## src/rtl/chm_pkg.sv

```systemverilog
// Shared types, constants and codes for the coldest-hour-by-mean block.
package chm_pkg;

    localparam int NUM_BINS    = 24;
    localparam int COUNT_WIDTH = 16;
    localparam int TEMP_W      = 8;
    localparam int HOUR_W      = 5;
    localparam int SUM_W       = COUNT_WIDTH + TEMP_W;
    localparam int PROD_W      = SUM_W + COUNT_WIDTH + 1;
    localparam int IDX_W       = (NUM_BINS > 1) ? $clog2(NUM_BINS) : 1;

    localparam logic signed [TEMP_W-1:0] CEIL_RESET = 8'sd100;

    localparam logic CMD_ADD    = 1'b0;
    localparam logic CMD_FINISH = 1'b1;

    typedef struct packed {
        logic                     cmd;
        logic [HOUR_W-1:0]        hour;
        logic signed [TEMP_W-1:0] temperature;
    } in_t;

    typedef struct packed {
        logic [HOUR_W-1:0] coldest_hour;
        logic              found;
    } out_t;

    typedef enum logic [1:0] {
        ST_IDLE,
        ST_MUL,
        ST_CMP,
        ST_DONE
    } state_t;

    // Scan unit control from the sequencer.
    typedef struct packed {
        logic start;
        logic mul_en;
        logic cmp_en;
    } scan_ctl_t;

endpackage

```

## src/rtl/chm_scan.sv

```systemverilog
// Running arg-min over the head cell: cross-multiplied mean compare.
module chm_scan (
    input  logic                              clk,
    input  logic                              rst_n,
    input  chm_pkg::scan_ctl_t                ctl,
    input  logic signed [chm_pkg::TEMP_W-1:0] ceiling,
    input  logic signed [chm_pkg::SUM_W-1:0]  head_sum,
    input  logic [chm_pkg::COUNT_WIDTH-1:0]   head_count,
    input  logic [chm_pkg::IDX_W-1:0]         idx,
    output logic                              found,
    output logic [chm_pkg::IDX_W-1:0]         best_idx
);

    logic signed [chm_pkg::SUM_W-1:0]  best_sum_reg;
    logic [chm_pkg::COUNT_WIDTH-1:0]   best_cnt_reg;
    logic [chm_pkg::IDX_W-1:0]         best_idx_reg;
    logic                              found_reg;
    logic signed [chm_pkg::PROD_W-1:0] p_cand_reg, p_best_reg;
    logic signed [chm_pkg::COUNT_WIDTH:0] best_cnt_ext, head_cnt_ext;
    logic                              better;

    assign best_cnt_ext = $signed({1'b0, best_cnt_reg});
    assign head_cnt_ext = $signed({1'b0, head_count});

    // cand/cnt_c < best/cnt_b  <=>  cand*cnt_b < best*cnt_c (counts positive)
    always_ff @(posedge clk)
    begin
        if (ctl.mul_en)
        begin
            p_cand_reg <= chm_pkg::PROD_W'(head_sum * best_cnt_ext);
            p_best_reg <= chm_pkg::PROD_W'(best_sum_reg * head_cnt_ext);
        end
    end

    assign better = (head_count != '0) && (p_cand_reg < p_best_reg);

    always_ff @(posedge clk or negedge rst_n)
    begin
        if (!rst_n)
        begin
            found_reg    <= 1'b0;
            best_idx_reg <= '0;
            best_sum_reg <= '0;
            best_cnt_reg <= '0;
        end
        else if (ctl.start)
        begin
            found_reg    <= 1'b0;
            best_idx_reg <= '0;
            best_sum_reg <= chm_pkg::SUM_W'(ceiling);
            best_cnt_reg <= chm_pkg::COUNT_WIDTH'(1);
        end
        else if (ctl.cmp_en && better)
        begin
            found_reg    <= 1'b1;
            best_idx_reg <= idx;
            best_sum_reg <= head_sum;
            best_cnt_reg <= head_count;
        end
    end

    assign found    = found_reg;
    assign best_idx = best_idx_reg;

endmodule

```

## config.mk

```make
export PLATFORM = sky130hd
export DESIGN_NAME = chm_scan
export DESIGN_NICKNAME = d
export VERILOG_FILES = /design/src/rtl/chm_pkg.sv /design/src/rtl/chm_scan.sv
export SDC_FILE = /design/constraint.sdc
export NUM_CORES = 2
export LEC_CHECK = 0
export BUFFER_PORTS_ARGS = -buffer_cell sky130_fd_sc_hd__buf_2
export CAP_MARGIN = 10
export CORE_MARGIN = 2
export CORE_UTILIZATION = 60
export CTS_BUF_LIST = sky130_fd_sc_hd__clkbuf_4
export CTS_CLUSTER_SIZE = 16
export DETAILED_ROUTE_END_ITERATION = 7
export MAX_ROUTING_LAYER = met4
export PLACE_DENSITY = 0.77
export SYNTH_ARGS = -nofsm -noshare
export SYNTH_HDL_FRONTEND = slang
export SYNTH_SLANG_ARGS = --single-unit
```

## constraint.sdc

```tcl
create_clock -name clk -period 9.5 [get_ports clk]
set_clock_uncertainty 0.15 [all_clocks]
set_input_delay 2.85 -clock clk [delete_from_list [all_inputs] [get_ports clk]]
set_output_delay 2.85 -clock clk [all_outputs]
set_load 0.1 [all_outputs]
```

# Yosys cells after proc, flatten, opt, wreduce, memory -nomap -nowiden

Cells that the tools add are included.

Input bits: 58
Logic and storage cells: 21
Flip-flop bits (word level): 128
Output and inout port bits: 6

Muxes and demuxes: 8
Reduce and logical (&&, ||, !) cells: 4
$mul: 2
$lt $le $gt $ge: 1

Operators with widths:

| cell                         | count |
|---|---|
| multiplier 24 x 17 -> 41 bit | 2 |
| two-way mux 24 bit           | 2 |
| less-than comparator 41 bit  | 1 |
| two-way mux 16 bit           | 2 |
| nonzero test 16 bit          | 1 |
| two-way mux 5 bit            | 2 |
| logical AND 1 bit            | 2 |
| two-way mux 1 bit            | 2 |
| nonzero test 2 bit           | 1 |

# Depth between registers and ports, before layout

Depth in word-level cells: 5
Gate-level depth with buffers: 25
Gate-level depth less buffers: 24

# Worst setup path after synthesis

No wires, ideal clock.

Kind: input to register
Start point: input head_count[2] (netlist name)
End point: register p_best_reg[37] (netlist name), data pin
Arrival time: 8.601 ns
Cell stages on the path: 23
Buffers on the path: 2
Slack: 0.477 ns
Path through: clkbuf_1 clkbuf_1 nand2_1 fa_1 fa_1 fa_1 inv_1 fa_1 fa_1 inv_1 fa_1 inv_1 ha_1 a21o_1 a21o_1 a21oi_1 o211a_1 a21oi_1 o2111ai_1 a21oi_1 nor3b_1 mux2i_1 o2111ai_1

Longest elaborated chain between the ends: 1

Ends and longest elaborated chain:

| what                         | line           | text |
|---|---|---|
| start: declaration           | chm_scan.sv:8  | `input logic [chm_pkg::COUNT_WIDTH-1:0] head_count,` |
| multiplier 24 x 17 -> 41 bit | chm_scan.sv:31 | `p_best_reg <= chm_pkg::PROD_W'(best_sum_reg * head_cnt_ext);` |
| end signal: assignment       | chm_scan.sv:31 |  |
| end: declaration             | chm_scan.sv:18 | `logic signed [chm_pkg::PROD_W-1:0] p_cand_reg, p_best_reg;` |

Every way passes these cells.
A chain may end at the register's enable or synchronous reset.

# Worst setup path in the final report

Start point: input head_sum[11] (netlist name)
End point: register p_cand_reg[40] (netlist name), data pin

Longest elaborated chain between the ends: 1

Ends and longest elaborated chain:

| what                         | line           | text |
|---|---|---|
| start: declaration           | chm_scan.sv:7  | `input logic signed [chm_pkg::SUM_W-1:0] head_sum,` |
| multiplier 24 x 17 -> 41 bit | chm_scan.sv:30 | `p_cand_reg <= chm_pkg::PROD_W'(head_sum * best_cnt_ext);` |
| end signal: assignment       | chm_scan.sv:30 |  |
| end: declaration             | chm_scan.sv:18 |  |

Every way passes these cells.

==> metrics.csv <==
stage,metric,value,unit
cts,htree depth,4,
placed_design,Port Buffers,63,
yosys,Synth Cell Area,0.03353,mm^2
yosys,register area share after synthesis,10.78,%
yosys,top cell type's share of synthesized area,45.02,%
drt,"antenna viol nets, final",0,
global_routing,GRT Util Overall,30.07,%
timing,period utilization,93.76,%
placed_design,Area after DPL,0.03460,mm^2
floorplanning,FP Rows,86,
cts,Skew-Pair Late Insertion Delay,0.65,ns
floorplanning,Die ar.,0.05779,mm^2
worst_setup_path,CP Capture Type,flip-flop,
cts,post-CTS setup buffers,0,
finish,nets@finish,4620,
placed_design,DP Cell Count,4295,
worst_setup_path,kind of critical path,input pin to flip-flop,
yosys,"FFs w/ async S/R, synth",35.94,%
worst_setup_path,arrival time worst endpoint,9.13,ns
global_routing,vias in the first global route,26350,
global_routing,initial antenna violation count,2,
finish,Layout area overhead,4.004,%
timing,fin. max-slew vios,0,
drt,wire per inst,18.06,um
worst_setup_path,WP data required,9.73,ns
finish,post-route insts no fill,4330,
yosys,Post-synth EDFFs,82,
placed_design,Final GP Congestion,0.8944,
drt,post-DR vias/cell,5.452,
drt,Final Routed Wirelength,78180,um
drt,drt pass-1 iters,7,
timing,setup ws final,0.5928,ns
floorplanning,Initial Utilization,60.74,%
floorplanning,Die X,240.4,um
outcome,status,finished clean,
drt,DRT iter0 DRCs,1480,
placed_design,dpl ws,0.04439,ns
yosys,Syn Area/Cell,9.363,um^2
yosys,most frequent cell after synthesis,inv_1,
floorplanning,number of top-level pins,64,
worst_setup_path,startpoint types,input pin,
timing,final hold violations,0,
cts,root buffer cell,clkbuf_4,
drt,routed vias,23610,
timing,Final Critical Period,8.907,ns
global_routing,first-pass GRT wire length,130300,um
yosys,Syn Inst Count,3581,
worst_setup_path,CP Max Fanout,17,
cts,clock sinks,128,
finish,layout cells sized above 1,5.448,%
floorplanning,chip height,240.4,um
yosys,Synth Net Count,4635,
timing,Setup-failing EPs final,0,
cts,Hold Buf Count CTS,0,
floorplanning,Core ar.,0.05520,mm^2
timing,TNS Setup,0,ns
yosys,"Top FF cell, synth",edfxtp_1,
yosys,commonest cells in the netlist,"964 x inv_1, 754 x fa_1, 508 x nand2_1",
global_routing,grt total ovfl,0,
cts,CTS Buf Count,17,
finish,cell area after layout,0.03487,mm^2
yosys,number of library cell types mapped by synthesis,68,
timing,Rel. slew slack,20.26,%
drt,DR DRC count,0,
cts,clock transition at the registers of the reported paths,0.15,ns
yosys,"area leader, netlist",fa_1,
global_routing,largest net degree at the start of global routing,83,
min_path,hold crit path type,flip-flop to flip-flop,
yosys,Synth area leaders,"fa_1 45%, inv_1 11%, ha_1 9.0%",
timing,RSZ-0062 raised after global routing,false,
timing,fmax,0.1123,GHz
timing,worst slew pin tran,1.196,ns
placed_design,DP HPWL,62260,um
yosys,#FFs+latches synth,128,
cts,CTS resizes,0,
yosys,YS warnings,0,
run,Max-cap violations,0,
cts,CTS tree,done,
cts,clock tree buffer depth,2,
-- layout by cell type (no fill, tap or decap), types with 15 or more instances in the layout --
| cell | netlist | routed |
|---|---|---|
| inv_1 | 964 | 964 |
| clkbuf_4 | 0 | 17 |
| and2_1 | 305 | 305 |
| o21ai_0 | 37 | 37 |
| xnor2_1 | 63 | 63 |
| nand2b_1 | 15 | 15 |
| xor2_1 | 20 | 20 |
| nor2_1 | 64 | 64 |
| a21o_1 | 42 | 42 |
| mux2_2 | 34 | 34 |
| dfrtp_1 | 46 | 46 |
| edfxtp_1 | 82 | 82 |
| nand2_1 | 508 | 508 |
| ha_1 | 242 | 242 |
| a21oi_1 | 75 | 74 |
| buf_4 | 2 | 48 |
| fa_1 | 754 | 754 |
| buf_2 | 2 | 62 |
| mux2i_1 | 29 | 29 |
-- final timing paths --
kind	slack, ns	cells past startpoint	end	start
worst max-delay path	0.59	22	p_cand_reg[40]	head_sum[11]
worst min-delay path	0.39	2	found	found
worst max register to register	2.03	21	p_cand_reg[40]	best_cnt_reg[4]
worst min register to register	0.39	2	found	found
max in group asynchronous	6.40	2	best_sum_reg[0]	rst_n
min in group asynchronous	2.20	2	best_idx[4]	rst_n
-- kinds of logic after synthesis --
| group | synth area share [%] |
|---|---|
| AOI/OAI and AO/OA | 4.799 |
| xor gates and xnor gates | 2.168 |
| adders and majority gates | 54.05 |
| buffers and inverters | 12.49 |
| DFF | 10.78 |
| muxes | 2.008 |
| and+or+nand+nor | 13.70 |
-- area by class of cell --
cell class	count	area (um^2)
multi-input combinational	2344	25740
timing repair buffer	111	690.7
antenna	3	7.507
clock buffer	17	127.6
clock inverter	15	140.1
sequential	128	3613
tap	748	935.9
inverter	964	3618
fill	4616	20330
-- worst max-delay path: stages --
cell      delay, ns
buf_2          0.34
nand2_1        0.14
fa_1           0.55
fa_1           0.47
fa_1           0.56
inv_1          0.06
fa_1           0.48
fa_1           0.49
inv_1          0.05
fa_1           0.48
inv_1          0.04
ha_1           0.40
nand2_1        0.10
nor2_1         0.15
o21ai_0        0.10
o21ai_1        0.36
nand4_1        0.27
a22oi_2        0.31
a211oi_1       0.14
o41ai_2        0.44
a31oi_1        0.17
xnor2_1        0.15
-- per-stage QoR --
step,utilization (%),hold WS [ns]
CTS,63.16,0.3935
global route,63.17,0.4155
global placement,62.67,0.3295
detailed placement,62.67,0.3583
floorplan,-,0.4076
finish,63.17,0.3859
-- metal layers --
| layer | track usage (%) | vias up | share of wire (%) |
|---|---|---|---|
| met4 | 10.94 | 0 | 4.0 |
| met1 | 35.63 | 12130 | 38 |
| li1 | - | 10450 | - |
| met5 | - | - | 0 |
| met3 | 4.650 | 203 | 6.7 |
| met2 | 52.13 | 830 | 51 |
Power is left out: the tool's default activity adds up to more than one toggle a clock period on the data nets, which glitch-free logic cannot reach.
