File: config.mk
export PLATFORM = sky130hd
export DESIGN_NAME = chm_cell
export DESIGN_NICKNAME = d
export VERILOG_FILES = /design/src/rtl/chm_pkg.sv /design/src/rtl/chm_cell.sv
export SDC_FILE = /design/constraint.sdc
export NUM_CORES = 1
export LEC_CHECK = 0
export BUFFER_PORTS_ARGS = -buffer_cell sky130_fd_sc_hd__buf_4
export CORE_MARGIN = 2
export CORE_UTILIZATION = 32
export CTS_CLUSTER_SIZE = 28
export DETAILED_ROUTE_END_ITERATION = 10
export PLACE_DENSITY = 0.61
export SYNTH_ARGS = -nofsm -noshare
export SYNTH_HDL_FRONTEND = slang
export SYNTH_SLANG_ARGS = --single-unit
File: constraint.sdc
create_clock -name clk -period 2.3 [get_ports clk]
set_input_delay 0.23 -clock clk [delete_from_list [all_inputs] [get_ports clk]]
set_output_delay 0.23 -clock clk [all_outputs]
set_load 0.02 [all_outputs]
File: src/rtl/chm_pkg.sv
// Shared types, constants and codes for the coldest-hour-by-mean block.
package chm_pkg;

    localparam int NUM_BINS    = 24;
    localparam int COUNT_WIDTH = 16;
    localparam int TEMP_W      = 8;
    localparam int HOUR_W      = 5;
    localparam int SUM_W       = COUNT_WIDTH + TEMP_W;
    localparam int PROD_W      = SUM_W + COUNT_WIDTH + 1;
    localparam int IDX_W       = (NUM_BINS > 1) ? $clog2(NUM_BINS) : 1;

    localparam logic signed [TEMP_W-1:0] CEIL_RESET = 8'sd100;

    localparam logic CMD_ADD    = 1'b0;
    localparam logic CMD_FINISH = 1'b1;

    typedef struct packed {
        logic                     cmd;
        logic [HOUR_W-1:0]        hour;
        logic signed [TEMP_W-1:0] temperature;
    } in_t;

    typedef struct packed {
        logic [HOUR_W-1:0] coldest_hour;
        logic              found;
    } out_t;

    typedef enum logic [1:0] {
        ST_IDLE,
        ST_MUL,
        ST_CMP,
        ST_DONE
    } state_t;

    // Scan unit control from the sequencer.
    typedef struct packed {
        logic start;
        logic mul_en;
        logic cmp_en;
    } scan_ctl_t;

endpackage

File: src/rtl/chm_cell.sv
// One bin cell: holds a bin's sum and count, adds samples, shifts toward the head.
module chm_cell (
    input  logic                             clk,
    input  logic                             rst_n,
    input  logic                             add_hit,
    input  logic signed [chm_pkg::TEMP_W-1:0] temperature,
    input  logic                             shift,
    input  logic signed [chm_pkg::SUM_W-1:0] nbr_sum,
    input  logic [chm_pkg::COUNT_WIDTH-1:0]  nbr_count,
    output logic signed [chm_pkg::SUM_W-1:0] sum,
    output logic [chm_pkg::COUNT_WIDTH-1:0]  count
);

    logic signed [chm_pkg::SUM_W-1:0] sum_reg, sum_next;
    logic [chm_pkg::COUNT_WIDTH-1:0]  count_reg, count_next;

    always_comb
    begin
        sum_next   = sum_reg;
        count_next = count_reg;
        if (shift)
        begin
            sum_next   = nbr_sum;
            count_next = nbr_count;
        end
        else if (add_hit && (count_reg != '1))
        begin
            // saturated bins drop the sample
            sum_next   = sum_reg + chm_pkg::SUM_W'(temperature);
            count_next = count_reg + 1'b1;
        end
    end

    always_ff @(posedge clk or negedge rst_n)
    begin
        if (!rst_n)
        begin
            sum_reg   <= '0;
            count_reg <= '0;
        end
        else
        begin
            sum_reg   <= sum_next;
            count_reg <= count_next;
        end
    end

    assign sum   = sum_reg;
    assign count = count_reg;

endmodule

* Word level (Yosys, flattened, before mapping)
Index checks and enable logic that the tools add are counted.
Cells by class: reductions and logical operators 2, add/subtract/negate cells 2, muxes and demuxes 4, equal/unequal tests 1
Operators with widths (count):
- two-way mux 24 bit | 2
- two-way mux 16 bit | 2
- adder 24 x 8 -> 24 bit | 1
- adder 16 x 1 -> 16 bit (second input constant) | 1
- inequality test 16 bit (second input constant) | 1
- nonzero test 2 bit | 1
- logical AND 1 bit | 1
Storage, ports and cells: bits of input ports 52, register bits 40, output and inout bits 40, word-level logic and storage cells 11

* Depth between registers and ports, before layout
Gate-level depths: netlist of run 1.
word-level depth 4, mapped depth 10, mapped depth without buffers 10

* Worst setup path after synthesis of run 1
No wires, ideal clock.
kind reg2reg, start point register sum_reg, in the netlist sum[0], end point register sum_reg, in the netlist sum[20], setup slack -0.186 ns, path buffers 0, library setup time 0.069 ns, data required time 2.231 ns, cell stages (with the launch flop) 11, arrival time 2.417 ns, clock period less this slack 2.486 ns, cells stage by stage dfrtp_1 > ha_1 > inv_1 > fa_1 > nand2b_1 > a21oi_1 > o211ai_1 > a21oi_1 > o221ai_1 > or4_1 > nand3_1
Between the ends: longest elaborated chain between the ends 3
RTL lines:
- start: declaration | line chm_cell.sv:14 | logic signed [chm_pkg::SUM_W-1:0] sum_reg, sum_next;
- start signal: assignment | line chm_cell.sv:43 | sum_reg <= sum_next;
- adder 24 x 8 -> 24 bit | line chm_cell.sv:29 | sum_next = sum_reg + chm_pkg::SUM_W'(temperature);
- two-way mux 24 bit | line chm_cell.sv:26 | else if (add_hit && (count_reg != '1))
- two-way mux 24 bit | line chm_cell.sv:21 | if (shift)
Every way passes these cells. The select of a mux whose other input is x is not followed. A chain may end at the register's enable or synchronous reset.

* Final worst setup path of run 1
Ends and elaborated chain as after synthesis.

==> impl_metrics.tcl, run 1 <==
set metrics [dict create \
    async_reset_ff_frac 1.00 \
    outcome "complete, no violations" \
    grt_pass1_vias 3267 \
    pin_count 92 \
    nFillCells 995 \
    crit_type "register to register" \
    maxSlewHeadroom 0.619 \
    power_frac_seq 0.278 \
    wl_per_cell_um 14.3 \
    final_cells 644 \
    fmax_mhz 443 \
    cts_buffer_depth 2 \
    swShare 0.367 \
    n_antenna_cell 0 \
    track_usage 0.165 \
    netlist_area_um2 3260 \
    initial_core_util 0.332 \
    synth_edf_count 0 \
    fp-row-count 36 \
    drive_above_1_share 0.323 \
    worst_path_largest_cell_delay_ns 0.40 \
    setup_viol 0 \
    root_buffer "clkbuf_8" \
    cts_inserted_buffers 5 \
    leakagePower_nw 2.11 \
    vias 3310 \
    crit_chain "ha_4 > inv_2 > fa_2 > nand2b_4 > a21oi_4 > o211ai_1 > a21oi_2 > o221ai_2 > or4_1 > nand3_1" \
    max_cap_viol_count 0 \
    grt_pass1_wl_um 15100 \
    coreArea_um2 9820 \
    synthesis.nets 475 \
    slowest_stage "or4_1" \
    ir_drop_uv 291 \
    fin_crit_sh 0.981 \
    worstPathRequired_ns 2.53 \
    met1_usage 0.220 \
    fin_hold_ws_ns 0.138 \
    cp-end-kind "register" \
    power_frac_comb 0.470 \
    tightest_slew_ns 0.571 \
    antenna_found_initial 0 \
    die_area_um2 11000 \
    syn_inst 398 \
    hold_violations 0 \
    viasPerCell 5.14 \
    synth-seq-cells 40 \
    ys_types 52 \
    ys_seq_area_frac 0.307 \
    clk_latency_ns 0.29 \
    die_w_um 105 \
    grt.busiest_layer "met2" \
    p_sw_mw 1.20 \
    dp.cells 631 \
    io_buffers 91 \
    rsz0062_at_grt "yes" \
    p_clk_frac 0.252 \
    dp_hpwl_um 6750 \
    drt-total-wl_um 9190 \
    place.gp.congestion 0.858 \
    cts_tree "done" \
    crit_path_start_kind "register" \
    powerDensity_nw_per_um2 713 \
    grt_use_met2 0.266 \
    grt_max_degree 65 \
    drc 0 \
    grt-ovfl-total 0 \
    ff_latch_area_um2 1000 \
    met3_usage 0.0480 \
    syn_to_final_growth_pct 40.7 \
    avgSynthCellArea_um2 8.18 \
    ant_nets 0 \
    crit_arrival_ns 2.49 \
    synth_warnings 0 \
    die_h_um 105 \
    setup_tns_ns 0 \
    cts_sinks 40 \
    fin_nets 587 \
    drt_first_pass_iters 4 \
    multiInputGateArea_um2 2260 \
    drv_slew 0 \
    htree_levels 2 \
    internal_power_mw 2.07 \
    period_needed_ns 2.26 \
    holdCritPathClass "primary input to register" \
    skew_ns 0.00607 \
    path_clk_slew_ns 0.09 \
    critical_path_peak_fanout 3 \
    dr.first_iter.drc_count 135 \
    largest_reg_flops 24 \
    synth_flop_cell "dfrtp_1" \
]
==> layout make-up <==
| type | instances | area share |
|---|---|---|
| clock buffers | 5 | 0.0150 |
| clock inverters | 3 | 0.0197 |
| inverters | 11 | 0.00902 |
| multi-input cells | 327 | 0.493 |
| flip-flops and latches | 40 | 0.219 |
| well taps | 133 | 0.0363 |
| repair buffers | 125 | 0.208 |
==> cells in the final DEF (no fill, tap or decap), types with 3 or more instances in the layout <==
| cell | n |
|---|---|
| a21o_1 | 10 |
| a21oi_1 | 37 |
| a21oi_2 | 5 |
| a311oi_1 | 3 |
| buf_4 | 123 |
| bufinv_16 | 3 |
| clkbuf_8 | 5 |
| dfrtp_1 | 39 |
| ha_1 | 19 |
| ha_4 | 4 |
| inv_1 | 10 |
| mux2_2 | 4 |
| mux2i_1 | 8 |
| nand2_1 | 48 |
| nand2b_1 | 4 |
| nand3_1 | 12 |
| nand3b_1 | 3 |
| nand4_1 | 8 |
| nor2_1 | 30 |
| nor3b_1 | 8 |
| o211ai_1 | 5 |
| o21ai_0 | 40 |
| o21ai_1 | 5 |
| o21ai_2 | 3 |
| xnor2_1 | 7 |
| xor2_1 | 21 |
==> power by group through the flow <==
stage                     combinational [mW]  sequential (mW)  clock (mW)
after floorplan                        0.783             1.02           0
after CTS                               1.47            0.905       0.841
after detailed placement                1.43            0.918           0
after global placement                  1.42            0.915           0
final                                   1.54            0.907       0.822
after global routing                    1.69            0.924       0.877
==> synthesized netlist by cell type, drive strengths merged, types with 2 or more instances <==
cell type,instances,area share
nand2,50,0.060
a311oi,3,0.0081
xor2,21,0.056
mux2i,8,0.025
o21a,2,0.0046
dfrtp,40,0.31
o21ai,48,0.074
nor3b,8,0.018
buf,6,0.014
a31oi,2,0.0038
nand3b,3,0.0069
mux2,4,0.014
nor2,30,0.035
nand2b,5,0.0096
nor3,2,0.0031
and3,2,0.0054
nor2b,2,0.0038
nand3,12,0.018
nand4,8,0.015
clkbuf,14,0.016
a21oi,43,0.067
or4,2,0.0046
and4,3,0.0088
a21o,10,0.023
ha,24,0.092
xnor2,7,0.019
a211oi,3,0.0069
inv,11,0.013
o211ai,5,0.012
o31ai,2,0.0046
o221ai,4,0.011
==> path summary, 6_finish.rpt <==
| check | startpoint | to | slack, ns | depth (start not counted) |
|---|---|---|---|---|
| max | sum[0]$_DFFE_PN0P_ | sum[20]$_DFFE_PN0P_ | 0.04 | 10 |
| min | nbr_sum[11] | sum[11]$_DFFE_PN0P_ | 0.14 | 3 |
| max reg2reg | sum[0]$_DFFE_PN0P_ | sum[20]$_DFFE_PN0P_ | 0.04 | 10 |
| min reg2reg | count[5]$_DFFE_PN0P_ | count[5]$_DFFE_PN0P_ | 0.61 | 2 |
| max in group asynchronous | rst_n | sum[0]$_DFFE_PN0P_ | 1.44 | 2 |
| min in group asynchronous | rst_n | count[4]$_DFFE_PN0P_ | 0.46 | 2 |
==> metrics by stage <==
stage | total power, mW | cell area, um^2 | utilization | setup slack [ns]
floorplan | 1.81 | 3270 | - | 0.000212
CTS | 3.21 | 4490 | 0.457 | 0.00595
finish | 3.26 | 4580 | 0.466 | 0.0435
detailed placement | 2.35 | 4270 | 0.435 | -0.141
global route | 3.49 | 4580 | 0.466 | -0.0949
global placement | 2.34 | 4270 | 0.435 | -0.0687
==> kinds of logic (layout without fill, tap and decap cells) <==
family                     Yosys count  in the layout  synth area share
DFF                                 40             40             0.307
and+or+nand+nor                    131            131             0.198
buffers and inverters               31            144            0.0427
xor gates and xnor gates            28             28            0.0753
adders and majority gates           25             25            0.0984
AOI/OAI and AO/OA                  131            131             0.239
muxes                               12             12            0.0384
==> worst max-delay path: cells and delay by family, from the launching register on <==
kind	cells	cell delay (ns)
simple gates	3	0.65
buf+inv	1	0.04
compound gates	4	0.62
flops	1	0.39
fa+ha+maj	2	0.50
==> timing repair <==
item | in CTS | in global routing
setup buffers | 2 | 2
endpoints found under the hold margin | 40 | 0
setup endpoints to repair | 4 | 12
resized for setup | 7 | 19
pin swaps | 5 | 11
hold buffers | 1 | 0
==> layer usage <==
layer / share of wire / vias to the layer above / routed length, um
met5: 0 / - / 0
met4: 0.0078 / 0 / 72
met3: 0.063 / 7 / 583
met2: 0.47 / 81 / 4280
met1: 0.46 / 1563 / 4250
li1: - / 1659 / -
Power figures use the tool's default switching activity.
==> run 2: changes to the inputs <==
PLACE_DENSITY = 0.59   (was 0.61)
clock period = 2.8 ns   (was 2.3 ns; I/O delays follow)
==> run 2 against run 1 <==
Clock skew up 0.0045 ns. Maximum frequency down 12%. Hold slack better by 0.045 ns. Sequential power down 18%. Cell count down 4.7%. Non-clock buffer count down 30. Critical endpoint unchanged. Largest cell class unchanged.
==> impl_metrics.tcl, run 2 (synthesis results as in run 1) <==
set metrics [dict create \
    grt-ovfl-total 0 \
    fp-row-count 36 \
    grt_max_degree 87 \
    dp_hpwl_um 6360 \
    wl_met2_um 4030 \
    ir_drop_uv 270 \
    grt_pass1_vias 3171 \
    slowest_stage "or4_1" \
    track_usage 0.162 \
    crit_chain "ha_1 > inv_1 > fa_1 > nand2b_1 > a21oi_1 > o211ai_1 > a21oi_2 > o221ai_1 > or4_1 > nand3_1" \
    max_cap_viol_count 0 \
    wl_per_cell_um 14.1 \
    clk_latency_ns 0.30 \
    met3_wirelength_um 580 \
    powerDensity_nw_per_um2 562 \
    die_area_um2 11000 \
    dr.first_iter.drc_count 150 \
    drc 0 \
    crit_arrival_ns 2.81 \
    tightest_slew_ns 0.762 \
    crit_type "register to register" \
    die_h_um 105 \
    period_needed_ns 2.58 \
    critPathBufInv 1 \
    setup_tns_ns 0 \
    initial_core_util 0.332 \
    ant_nets 0 \
    holdCritPathClass "primary input to register" \
    n_antenna_cell 0 \
    place.gp.congestion 0.866 \
    pin_count 92 \
    drt-total-wl_um 8670 \
    critical_path_peak_fanout 3 \
    drt-met1-wl_um 4020 \
    cts_inserted_buffers 5 \
    nFillCells 1021 \
    cts_buffer_depth 2 \
    hold_violations 0 \
    die_w_um 105 \
    outcome "complete, no violations" \
    maxSlewHeadroom 0.492 \
    worstPathRequired_ns 3.03 \
    post_cts_buffers 0 \
    vias 3146 \
    rsz0062_at_grt "no" \
    viasPerCell 5.12 \
    largest_reg_flops 24 \
    fin_crit_sh 0.921 \
    cts_tree "done" \
    root_buffer "clkbuf_8" \
    cp-end-kind "register" \
    routed.top_layer "met4" \
    rrSetupSlack_ns 0.22 \
    leakagePower_nw 1.93 \
    coreArea_um2 9820 \
    fmax_mhz 388 \
    syn_to_final_growth_pct 28.4 \
    worst_path_largest_cell_delay_ns 0.42 \
    crit_path_start_kind "register" \
    drive_above_1_share 0.237 \
    drt_first_pass_iters 4 \
    skew_ns 0.0105 \
    fin_hold_ws_ns 0.183 \
    path_clk_slew_ns 0.09 \
    final_common_cell "buf_4" \
    cts_sinks 40 \
    setup_viol 0 \
    io_buffers 91 \
    fin_nets 557 \
    grt_pass1_wl_um 14800 \
    antenna_found_initial 0 \
    final_cell_mix "94 x buf_4, 49 x nand2_1, 45 x o21ai_0" \
    htree_levels 2 \
    crit_family "compound AO/OA/AOI/OAI gates" \
    drv_slew 0 \
]
[run 2: cell types whose count changed in the layout (fill, tap and decap cells not counted), sizes merged]
cell / previous run / this run
clkinv: 0 / 1
buf: 124 / 94
clkbuf: 5 / 6
bufinv: 3 / 1
[run 2: path summary, 6_finish.rpt]
check | from | end | depth (start not counted)
setup reg to reg | sum[0]$_DFFE_PN0P_ | sum[20]$_DFFE_PN0P_ | 10
hold reg to reg | sum[19]$_DFFE_PN0P_ | sum[19]$_DFFE_PN0P_ | 2
max in group asynchronous | rst_n | sum[9]$_DFFE_PN0P_ | 2
hold / removal | nbr_count[6] | count[6]$_DFFE_PN0P_ | 3
min in group asynchronous | rst_n | count[4]$_DFFE_PN0P_ | 2
setup / recovery | sum[0]$_DFFE_PN0P_ | sum[20]$_DFFE_PN0P_ | 10
[run 2: final cells by class]
class	instances	area, um^2	area share
Multi-Input combinational cell	327	2130	0.510
Sequential cell	40	1000	0.240
Timing Repair Buffer	95	716	0.171
Tap cell	133	166	0.0398
Clock buffer	6	82.6	0.0198
Inverter	11	41.3	0.00988
Clock inverter	2	38.8	0.00928
[run 2: worst reg2reg max path: stages, from the launching register on]
cell and delay, ns:
dfrtp_1 0.38, ha_1 0.21, inv_1 0.07, fa_1 0.40, nand2b_1 0.18, a21oi_1 0.20, o211ai_1 0.18, a21oi_2 0.22
o221ai_1 0.17, or4_1 0.42, nand3_1 0.09
[run 2: metal layers]
layer / global-route usage / vias to the layer above
met5: 0 / -
met4: 0.0314 / 0
met3: 0.0543 / 4
met2: 0.264 / 77
met1: 0.211 / 1460
li1: - / 1605
[run 2: timing repair]
action	in CTS	in global routing
endpoints found under the setup margin	0	1
resized for setup	0	1
endpoints found under the hold margin	40	0
hold buffers	1	0
[run 2: per-stage QoR]
step | setup slack [ns] | utilization | power (mW) | area [um^2] | cells
after floorplan | 0.314 | - | 1.48 | 3260 | 398
after CTS | 0.167 | 0.425 | 2.38 | 4180 | 614
after global routing | 0.0315 | 0.426 | 2.55 | 4180 | 614
after detailed placement | 0.189 | 0.412 | 1.84 | 4040 | 605
after global placement | 0.281 | 0.412 | 1.84 | 4040 | 605
final | 0.222 | 0.426 | 2.35 | 4180 | 614
[run 2: where the power goes]
| group | internal (mW) | switching, mW | leakage (nW) | total, mW |
|---|---|---|---|---|
| combinational | 0.481 | 0.608 | 1.38 | 1.09 |
| clock | 0.292 | 0.223 | 0.0614 | 0.515 |
| sequential | 0.659 | 0.0856 | 0.484 | 0.745 |
| total | 1.43 | 0.916 | 1.93 | 2.35 |
==> run 3: changes to the inputs <==
CORE_UTILIZATION = 50   (was 32)
PLACE_DENSITY = 0.83   (was 0.59)
==> run 3 against run 2 <==
Via count increased by 2.6%. Non-clock buffer count is 2 lower. Register-to-register slack improved by 0.04 ns. Sequential power about the same. Die area decreased by 35%. Hold slack better by 0.012 ns. Global-route usage is 8.0 points higher. Largest cell class unchanged.
==> impl_metrics.tcl, run 3 (synthesis results as in run 1) <==
set metrics [dict create \
    setup_tns_ns 0 \
    largest_reg_flops 24 \
    critPathBufInv 1 \
    root_buffer "clkbuf_8" \
    crit_family "compound AO/OA/AOI/OAI gates" \
    drv_slew 0 \
    crit_arrival_ns 2.76 \
    holdCritPathClass "primary input to register" \
    final_cell_mix "91 x buf_4, 49 x nand2_1, 45 x o21ai_0" \
    die_h_um 84.7 \
    place.gp.congestion 0.910 \
    io_buffers 91 \
    viasPerCell 5.81 \
    drive_above_1_share 0.236 \
    grt_pass1_wl_um 14500 \
    vias 3228 \
    power_mw 2.26 \
    routed.top_layer "met4" \
    drt-met1-wl_um 3580 \
    fmax_mhz 394 \
    final_common_cell "buf_4" \
    rsz0062_at_grt "no" \
    htree_levels 2 \
    coreArea_um2 6310 \
    drt-total-wl_um 8490 \
    antenna_found_initial 0 \
    dr.first_iter.drc_count 179 \
    fin_ws_ns 0.264 \
    fp-row-count 29 \
    fin_nets 555 \
    pin_count 92 \
    dp_worst_setup_slack_ns 0.186 \
    critical_path_peak_fanout 4 \
    wl_per_cell_um 15.3 \
    powerDensity_nw_per_um2 553 \
    cts_tree "done" \
    cts_sinks 40 \
    nFillCells 586 \
    worstPathRequired_ns 3.02 \
    track_usage 0.242 \
    crit_type "register to register" \
    drt_first_pass_iters 4 \
    cts_inserted_buffers 5 \
    cp-end-kind "register" \
    dp_hpwl_um 6320 \
    period_needed_ns 2.54 \
    path_clk_slew_ns 0.09 \
    worst_path_largest_cell_delay_ns 0.42 \
    n_antenna_cell 0 \
    grt-ovfl-total 0 \
    die_w_um 84.7 \
    drc 0 \
    die_area_um2 7170 \
    fin_crit_sh 0.906 \
    tightest_slew_ns 0.744 \
    crit_chain "ha_1 > inv_1 > fa_1 > nand2b_1 > a21oi_2 > o211ai_1 > a21oi_2 > o221ai_1 > or4_1 > nand3_1" \
    wl_met2_um 4210 \
    clk_latency_ns 0.29 \
    setup_viol 0 \
    syn_to_final_growth_pct 25.5 \
    leakagePower_nw 1.90 \
    cts_buffer_depth 2 \
    crit_path_start_kind "register" \
    initial_core_util 0.516 \
    ant_nets 0 \
    slowest_stage "or4_1" \
    max_cap_viol_count 0 \
    grt_pass1_vias 3290 \
    cpMostUsedCell "a21oi_2" \
    ir_drop_uv 312 \
    skew_ns 0.00413 \
    hold_violations 0 \
    maxSlewHeadroom 0.504 \
    outcome "complete, no violations" \
    met3_wirelength_um 601 \
    grt_max_degree 87 \
]
## run 3: final cells by class
type / count / area (um^2) / share of cell area
clock buffers: 6 / 82.6 / 0.0202
inverters: 11 / 41.3 / 0.0101
flip-flops and latches: 40 / 1000 / 0.245
well taps: 77 / 96.3 / 0.0236
clock inverters: 2 / 15.0 / 0.00367
repair buffers: 93 / 713 / 0.175
multi-input cells: 327 / 2140 / 0.523
## run 3: worst register-to-register path, stage by stage, from the launching register on
cell and delay (ns):
dfrtp_1 0.37, ha_1 0.20, inv_1 0.07, fa_1 0.39
nand2b_1 0.19, a21oi_2 0.22, o211ai_1 0.16, a21oi_2 0.19
o221ai_1 0.16, or4_1 0.42, nand3_1 0.09
## run 3: worst paths after layout
path                       slack [ns]  depth (start not counted)               endpoint          startpoint
hold reg to reg                  0.61                          2     sum[5]$_DFFE_PN0P_  sum[5]$_DFFE_PN0P_
max in group asynchronous        1.92                          2    sum[19]$_DFFE_PN0P_               rst_n
setup reg to reg                 0.26                         10    sum[20]$_DFFE_PN0P_  sum[0]$_DFFE_PN0P_
setup / recovery                 0.26                         10    sum[20]$_DFFE_PN0P_  sum[0]$_DFFE_PN0P_
min in group asynchronous        0.51                          2    sum[13]$_DFFE_PN0P_               rst_n
hold / removal                   0.19                          3  count[11]$_DFFE_PN0P_       nbr_count[11]
## run 3: power breakdown
group | internal [mW] | switching, mW
logic | 0.481 | 0.616
registers | 0.659 | 0.0856
clock network | 0.200 | 0.219
## run 3: layer usage
metal	track usage	vias up
met2	0.435	96
li1	-	1595
met4	0.0563	0
met3	0.0590	6
met5	0	-
met1	0.292	1531
## run 3: what timing repair did
action	in CTS	in global routing
setup endpoints to repair	0	1
hold buffers	1	0
resized for setup	0	2
hold endpoints to repair	40	0
buffers inserted	0	0
## run 3: stage by stage
| stage | cell area [um^2] | util | hold slack [ns] | std cells |
|---|---|---|---|---|
| after floorplan | 3260 | - | -0.0156 | 398 |
| after global placement | 3970 | 0.629 | 0.302 | 547 |
| after detailed placement | 3970 | 0.629 | 0.301 | 547 |
| after CTS | 4080 | 0.646 | 0.185 | 556 |
| after global routing | 4090 | 0.647 | 0.187 | 556 |
| final | 4090 | 0.647 | 0.194 | 556 |
